File: src/sv/pav_pkg.sv
// Shared types and constants for the pairwise viscosity pipeline.
package pav_pkg;

    // How a word in flight will be finished: computed, forced to zero, or saturated.
    typedef enum logic [1:0] {
        KIND_CALC,
        KIND_ZERO,
        KIND_SAT
    } t_kind;

    localparam int CFG_IDX_W = 2;

    localparam logic [CFG_IDX_W-1:0] CFG_ALPHA = 2'd0;
    localparam logic [CFG_IDX_W-1:0] CFG_BETA  = 2'd1;
    localparam logic [CFG_IDX_W-1:0] CFG_EPS   = 2'd2;

    localparam logic [30:0] ALPHA_RESET = 31'd65536;
    localparam logic [30:0] BETA_RESET  = 31'd131072;
    localparam logic [30:0] EPS_RESET   = 31'd655;

    localparam logic [31:0] SAT_VALUE = 32'h7FFF_FFFF;

endpackage

File: src/sv/pav_div_stage.sv
// One registered step of a restoring divider, with sideband carried alongside.
module pav_div_stage
    import pav_pkg::*;
#(
    parameter int DW = 32,
    parameter int QW = 31,
    parameter int SW = 2
) (
    input  logic          i_clk,
    input  logic          i_rst_n,
    input  logic          i_en,
    input  logic          i_valid,
    input  logic [DW-1:0] i_rem,
    input  logic [QW-1:0] i_nq,
    input  logic [DW-1:0] i_dvs,
    input  logic [SW-1:0] i_side,
    output logic          o_valid,
    output logic [DW-1:0] o_rem,
    output logic [QW-1:0] o_nq,
    output logic [DW-1:0] o_dvs,
    output logic [SW-1:0] o_side
);

    logic          r_valid;
    logic [DW-1:0] r_rem;
    logic [QW-1:0] r_nq;
    logic [DW-1:0] r_dvs;
    logic [SW-1:0] r_side;

    logic [DW:0]   trial;
    logic          ge;
    logic [DW:0]   diff;
    logic [DW-1:0] n_rem;
    logic [QW-1:0] n_nq;

    // Numerator bits leave at the top while quotient bits enter at the bottom.
    always_comb begin
        trial = {i_rem, i_nq[QW-1]};
        ge    = trial >= {1'b0, i_dvs};
        diff  = trial - {1'b0, i_dvs};
        n_rem = ge ? diff[DW-1:0] : trial[DW-1:0];
        n_nq  = {i_nq[QW-2:0], ge};
    end

    always_ff @(posedge i_clk) begin
        if (!i_rst_n) begin
            r_valid <= 1'b0;
        end else if (i_en) begin
            r_valid <= i_valid;
        end
    end

    always_ff @(posedge i_clk) begin
        if (i_en) begin
            r_rem  <= n_rem;
            r_nq   <= n_nq;
            r_dvs  <= i_dvs;
            r_side <= i_side;
        end
    end

    assign o_valid = r_valid;
    assign o_rem   = r_rem;
    assign o_nq    = r_nq;
    assign o_dvs   = r_dvs;
    assign o_side  = r_side;

endmodule

File: config.mk
export PLATFORM = sky130hd
export DESIGN_NAME = pav_div_stage
export DESIGN_NICKNAME = d
export VERILOG_FILES = /design/src/sv/pav_pkg.sv /design/src/sv/pav_div_stage.sv
export SDC_FILE = /design/constraint.sdc
export NUM_CORES = 1
export LEC_CHECK = 0
export BUFFER_PORTS_ARGS = -buffer_cell sky130_fd_sc_hd__buf_2
export CAP_MARGIN = 20
export CORE_MARGIN = 5
export CORE_UTILIZATION = 49
export DETAILED_ROUTE_END_ITERATION = 16
export GPL_ROUTABILITY_DRIVEN = 0
export GPL_TIMING_DRIVEN = 0
export PLACE_DENSITY = 0.8
export SLEW_MARGIN = 20
export SYNTH_ARGS = -nofsm -noshare
export SYNTH_HDL_FRONTEND = slang
export SYNTH_SLANG_ARGS = --single-unit
File: constraint.sdc
create_clock -name i_clk -period 3.8 [get_ports i_clk]
set_input_delay 0.38 -clock i_clk [delete_from_list [all_inputs] [get_ports i_clk]]
set_output_delay 0.38 -clock i_clk [all_outputs]
set_load 0.02 [all_outputs]
Word-level counts from Yosys, hierarchy flattened
Index checks and enable logic that the tools add are counted.

Register bits: 98. Bits in latches: 0. Bits in writable memories: 0. Bits in read-only memories: 0. Input port bits: 101. Output and inout port bits: 98. Logic and storage cells: 8. Memories: 0.

Add/subtract/negate cells: 1. Multiply operators: 0. Div/mod/pow operators: 0. Order comparisons: 1. Eq/ne operators: 0. Shift operators: 0. Mux-type cells: 1. Bitwise logic cells: 0. Reduce and logical (&&, ||, !) cells: 0.

Operators by type and width (number): $ge 33x32->1 (1); $mux 32 (1); $sub 32x32->32 (1).

Logic depth before layout (Yosys ltp)
Depth in word-level cells: 2. Depth in mapped cells: 13. Depth with buffers taken out: 12.

Worst setup path before layout
Ideal clock, no wire load.

Path kind: input -> register. Start point: input port i_dvs[7]. End point: register r_rem[13] (netlist: o_rem[13]), data pin. Library setup time: 262 ps. Arrival time: 2889 ps. Required time: 3538 ps. Setup slack: 649 ps. Stages on the path: 12. Path buffers: 2. Path through: inv_1 -> ha_1 -> buf_2 -> nand4_1 -> or4_1 -> a21oi_1 -> nor3_1 -> a211oi_2 -> o21ai_2 -> o31ai_4 -> buf_4 -> mux2_1.

Cells in the longest elaborated chain, start to end: 2. Elaborated cells on any way between the ends: 3. Classes of those cells: add/sub (1); order compare (1); mux (1).

RTL lines: start, declared (line pav_div_stage.sv:15) `input logic [DW-1:0] i_dvs,`; $sub 32x32->32 or $ge 33x32->1 (tied branches) (line pav_div_stage.sv:40, pav_div_stage.sv:39); $mux 32 (*) (line pav_div_stage.sv:41) `n_rem = ge ? diff[DW-1:0] : trial[DW-1:0];`; named net n_rem[13] (line pav_div_stage.sv:33) `logic [DW-1:0] n_rem;`; end signal, assigned (line pav_div_stage.sv:55) `r_rem <= n_rem;`; end, declared (line pav_div_stage.sv:25) `logic [DW-1:0] r_rem;`.

Mark *: on every way through the listed nets, which the timed path passes. The rest lies on a longest branch. A chain may end at the register's enable or synchronous reset.

Final worst setup path
Start point: input port i_nq[30]. End point: register r_rem[30] (netlist: o_rem[30]), data pin.

Cells in the longest elaborated chain, start to end: 2. Elaborated cells on any way between the ends: 3. Classes of those cells: add/sub (1); order compare (1); mux (1).

RTL lines: start, declared (line pav_div_stage.sv:14) `input logic [QW-1:0] i_nq,`; $sub 32x32->32 or $ge 33x32->1 (tied branches) (line pav_div_stage.sv:40, pav_div_stage.sv:39); $mux 32 (*) (line pav_div_stage.sv:41); named net n_rem[30] (line pav_div_stage.sv:33).

Marks and branches as above.

==> key figures <==
Status
  • Result of the run: finished, final reports clean

STA
  • Minimum period implied by the final worst setup slack: between 3000 and 4000 ps
  • Slew Viols, Final: 0
  • Highest clock rate: 297 MHz
  • Final Setup Violations: 0
  • RSZ-0062 raised after global routing: no
  • Hold violation total from the final report: 0
  • Total negative setup slack: 0 ps
  • Clock tree skew after final layout: 0 ps
  • Period utilisation layout: 88.5%
  • Worst-case headroom to the max-slew limit: between 60 and 70%
  • Worst-Margin Slew: roughly 500 ps

Setup path
  • Minimum setup slack among reg-to-reg paths: 3210 ps
  • Delay contributed by the slowest stage of the critical path: slightly above 400 ps
  • Endpoint of the most critical register-to-register path: o_valid
  • Path depth of the worst reg2reg path: 2
  • Cells along the critical path: buf_2 -> inv_1 -> ha_1 -> fa_1 -> nand2b_1 -> a21oi_1 -> o21ai_0 -> o311a_1 -> a31oi_1 -> a21oi_1 -> o41ai_1 -> xor2_1 -> mux2_1
  • Most common cell on crit path: sky130_fd_sc_hd__a21oi_1
  • Worst setup path startpoint: i_nq[30]
  • Data arrival time at the worst-slack endpoint: around 3500 ps
  • Critical path class: input pin to register
  • Capturing element of the worst setup path: o_rem[30]
  • Max stage delay cell, worst path: sky130_fd_sc_hd__o311a_1
  • Bufs and invs on worst path: 2
  • Launching element type of the critical path: input pin
  • Total number of cells along the worst setup path: 13
  • CP Data Required Time: 3920 ps
  • Setup crit end kind: register
  • Top delay family on crit path: compound AO/OA/AOI/OAI gates
  • Reg-to-Reg Start: o_valid
  • Maximum fanout along the worst path: 4

GRT
  • Remaining Overflow, GRT: 0
  • Number of antenna violations at the first check in global routing: 1
  • Wire length of the first global-routing pass: about 21 mm
  • Combined global-route utilization of all metal layers: between 20 and 25%
  • Layer with the highest usage: met2
  • Vias in the first global route: 4312
  • Met1 Usage GRT: 24.2%
  • Met2 usage in global routing: roughly 35%
  • Maximum number of pins on one net before global-route repair: 64
  • Met3 Use GR: under 10%

Route
  • Drt pass-1 iters: 5
  • Vias after detailed routing: 4174
  • Avg Vias per Cell: roughly 5.3
  • DRC: 0
  • Detail Route Antenna Nets: 0
  • Iteration-0 DRC count of the detailed router: 221
  • Routed length per instance: about 16 um
  • Routed WL: 13.0 mm

Synth
  • Synth Area in Compound Gates: 14.3%
  • Synth cell types: 48
  • Cell types with the largest area share after synthesis: sky130_fd_sc_hd__edfxtp_1, sky130_fd_sc_hd__ha_1, sky130_fd_sc_hd__a21oi_1, sky130_fd_sc_hd__inv_1, sky130_fd_sc_hd__xnor2_1
  • Number of enable flip-flop cells after synthesis: 97
  • Net count of the mapped netlist: roughly 580
  • Mean post-synth cell area: roughly 12 um2
  • Proportion of synthesized area in mux cells: around 2.8%
  • Number of flip-flops and latches in the synthesized netlist: 98
  • Biggest area consumer among synthesized cells: sky130_fd_sc_hd__edfxtp_1
  • Adder and majority gate portion of the synthesized area: just over 8%
  • Synthesized area: 5160 um2
  • Most common flop cell mapped by yosys: sky130_fd_sc_hd__edfxtp_1
  • Share of the synthesized netlist area taken by xor and xnor gates: roughly 4.6%
  • Cells after synthesis: between 400 and 500
  • Synth Area in Simple Gates: between 8 and 9%
  • Dominant combinational cell family by area after synthesis: compound AO/OA/AOI/OAI gates
  • Share of the yosys chip area belonging to registers: between 50% and 60%
  • Synthesis Warnings: 0
  • Share of synthesized registers carrying an async set or reset: 0%
  • Yosys top cell area share: 56.5%

Final layout
  • Relative area change from synthesis to final layout: 27.2%
  • Diodes inserted: 0
  • FF/Latch Area: 2930 um2
  • Post-layout nets: 787
  • Multi-input combinational cell area: around 2000 um2
  • Fraction of layout cells with a size suffix above 1: roughly 36%
  • Fillcell total: between 800 and 900

Run
  • Number of max-cap violations: 0

Floorplanning
  • Die W: between 100 and 150 um
  • Core Rows: 37
  • Die Y: roughly 110 um
  • Count of pins on the block boundary: between 150 and 200
  • Floorplan core area: 10300 um2
  • Initial Util: 50.2%
  • Area of the die: approximately 13000 um2

Clocking
  • Reg clk slew, reported paths: roughly 90 ps
  • Source-to-sink clock delay at the later pin of the worst-skew pair: 370 ps
  • Setup bufs post-CTS: 0
  • Clock buffers created by TritonCTS: 9
  • CTS HTree Levels: 3
  • Root Driver: sky130_fd_sc_hd__clkbuf_8
  • Count of hold-fix buffers inserted at cts: 0
  • Total of cells resized after clock tree synthesis: 0
  • Longest Clk Path Bufs: 2
  • TritonCTS clock tree: yes
  • Clock Sink Count: between 90 and 100

Placed design
  • Number of I/O port buffers: between 150 and 200
  • Placed wire-length estimate after detailed placement: a little over 10 mm

Pwr
  • Power density cells: around 430 nW/um2
  • Sum of internal, switching and leakage power: 2.85 mW
  • Peak supply drop: about 0.22 mV
  • Leak Pwr: slightly below 3 nW

Hold path
  • Hold Crit Start: i_side[0]
  • Worst min path class: input pin to register
-- synth_stat cells (2+ instances only) --
library cell / count
sky130_fd_sc_hd__a211o_1: 2
sky130_fd_sc_hd__a211oi_1: 3
sky130_fd_sc_hd__a21o_1: 12
sky130_fd_sc_hd__a21oi_1: 54
sky130_fd_sc_hd__a2bb2oi_1: 2
sky130_fd_sc_hd__a31oi_1: 5
sky130_fd_sc_hd__and4_1: 2
sky130_fd_sc_hd__buf_2: 8
sky130_fd_sc_hd__buf_4: 3
sky130_fd_sc_hd__clkbuf_1: 5
sky130_fd_sc_hd__edfxtp_1: 97
sky130_fd_sc_hd__ha_1: 32
sky130_fd_sc_hd__inv_1: 38
sky130_fd_sc_hd__mux2_1: 4
sky130_fd_sc_hd__mux2_2: 6
sky130_fd_sc_hd__mux2i_1: 3
sky130_fd_sc_hd__nand2_1: 27
sky130_fd_sc_hd__nand2b_1: 4
sky130_fd_sc_hd__nand3_1: 8
sky130_fd_sc_hd__nand4_1: 7
sky130_fd_sc_hd__nor2_1: 36
sky130_fd_sc_hd__nor2b_1: 3
sky130_fd_sc_hd__nor3_1: 2
sky130_fd_sc_hd__nor4_1: 4
sky130_fd_sc_hd__o211ai_1: 4
sky130_fd_sc_hd__o21a_1: 6
sky130_fd_sc_hd__o21ai_0: 16
sky130_fd_sc_hd__o21bai_1: 3
sky130_fd_sc_hd__o22ai_1: 2
sky130_fd_sc_hd__o41ai_1: 2
sky130_fd_sc_hd__xnor2_1: 16
sky130_fd_sc_hd__xor2_1: 11
-- cell usage in the layout (no fill, tap or decap), types with 3 or more instances in the layout --
| cell type | n |
|---|---|
| sky130_fd_sc_hd__nand4_1 | 7 |
| sky130_fd_sc_hd__xor2_1 | 11 |
| sky130_fd_sc_hd__o21ai_0 | 16 |
| sky130_fd_sc_hd__a21o_1 | 12 |
| sky130_fd_sc_hd__o21a_1 | 6 |
| sky130_fd_sc_hd__a31oi_1 | 5 |
| sky130_fd_sc_hd__mux2i_1 | 3 |
| sky130_fd_sc_hd__nand3_1 | 8 |
| sky130_fd_sc_hd__o21bai_1 | 3 |
| sky130_fd_sc_hd__buf_2 | 205 |
| sky130_fd_sc_hd__inv_1 | 38 |
| sky130_fd_sc_hd__nand2b_1 | 4 |
| sky130_fd_sc_hd__mux2_1 | 4 |
| sky130_fd_sc_hd__a211oi_1 | 3 |
| sky130_fd_sc_hd__clkbuf_8 | 9 |
| sky130_fd_sc_hd__a21oi_1 | 54 |
| sky130_fd_sc_hd__clkbuf_1 | 5 |
| sky130_fd_sc_hd__nor2_1 | 36 |
| sky130_fd_sc_hd__nor2b_1 | 3 |
| sky130_fd_sc_hd__ha_1 | 32 |
| sky130_fd_sc_hd__buf_4 | 4 |
| sky130_fd_sc_hd__edfxtp_1 | 97 |
| sky130_fd_sc_hd__nand2_1 | 27 |
| sky130_fd_sc_hd__o211ai_1 | 4 |
| sky130_fd_sc_hd__xnor2_1 | 16 |
| sky130_fd_sc_hd__nor4_1 | 4 |
| sky130_fd_sc_hd__mux2_2 | 6 |
-- power breakdown --
group	total, mW	internal (mW)	switching (mW)
clock network	0.741	0.370	0.372
registers	1.35	1.33	0.0267
logic	0.756	0.287	0.469
total	2.85	1.98	0.867
-- worst min-delay path by stage --
stage / end / depth (start not counted)
after floorplan: o_dvs[0] / 0
after global placement: o_valid / 2
after detailed placement: o_valid / 2
after CTS: o_side[0] / 1
after global routing: o_nq[2] / 1
final: o_side[0] / 1
-- worst register-to-register path, delay by kind of cell, from the launching register on --
family	cells	cell delay, ps
flops	1	320
mux	1	120
simple gates	1	60
-- logic make-up after synthesis --
group / Yosys count
buf+inv: 55
xor+xnor: 27
fa+ha+maj: 33
simple gates: 99
mux: 13
flops: 98
compound gates: 118
-- sequential cells by signal (all words and copies together) (netlist names) --
signal	flops
o_nq	31
o_rem	32
o_valid	1
o_dvs	32
o_side	2
-- metal layers --
layer	vias up	wire length, um
met4	2	332
met1	1920	5340
met2	178	6320
li1	2045	-
met5	-	7
met3	29	982
-- area by class of cell --
type,count,area share [%]
buffer,17,1.32
clock buffer,9,1.89
clock inverter,6,1.35
inverter,38,2.17
multi-input combinational,290,30.4
sequential,98,44.7
tap,136,2.59
timing repair buffer,199,15.6
-- through the flow --
| stage | util, % | instance area [um2] | hold slack, ps | instances | setup WS (ps) |
|---|---|---|---|---|---|
| 5_1_grt | 63.8 | 6560 | 157 | 793 | 169 |
| 3_3_place_gp | 61.5 | 6320 | 498 | 777 | 79.2 |
| 3_5_place_dp | 61.8 | 6350 | 502 | 778 | 28.2 |
| 4_1_cts | 63.8 | 6560 | 161 | 793 | 427 |
| 2_1_floorplan | - | 5160 | 479 | 443 | 649 |
| 6_report | 63.8 | 6560 | 178 | 793 | 437 |
Power figures use the tool's default switching activity.
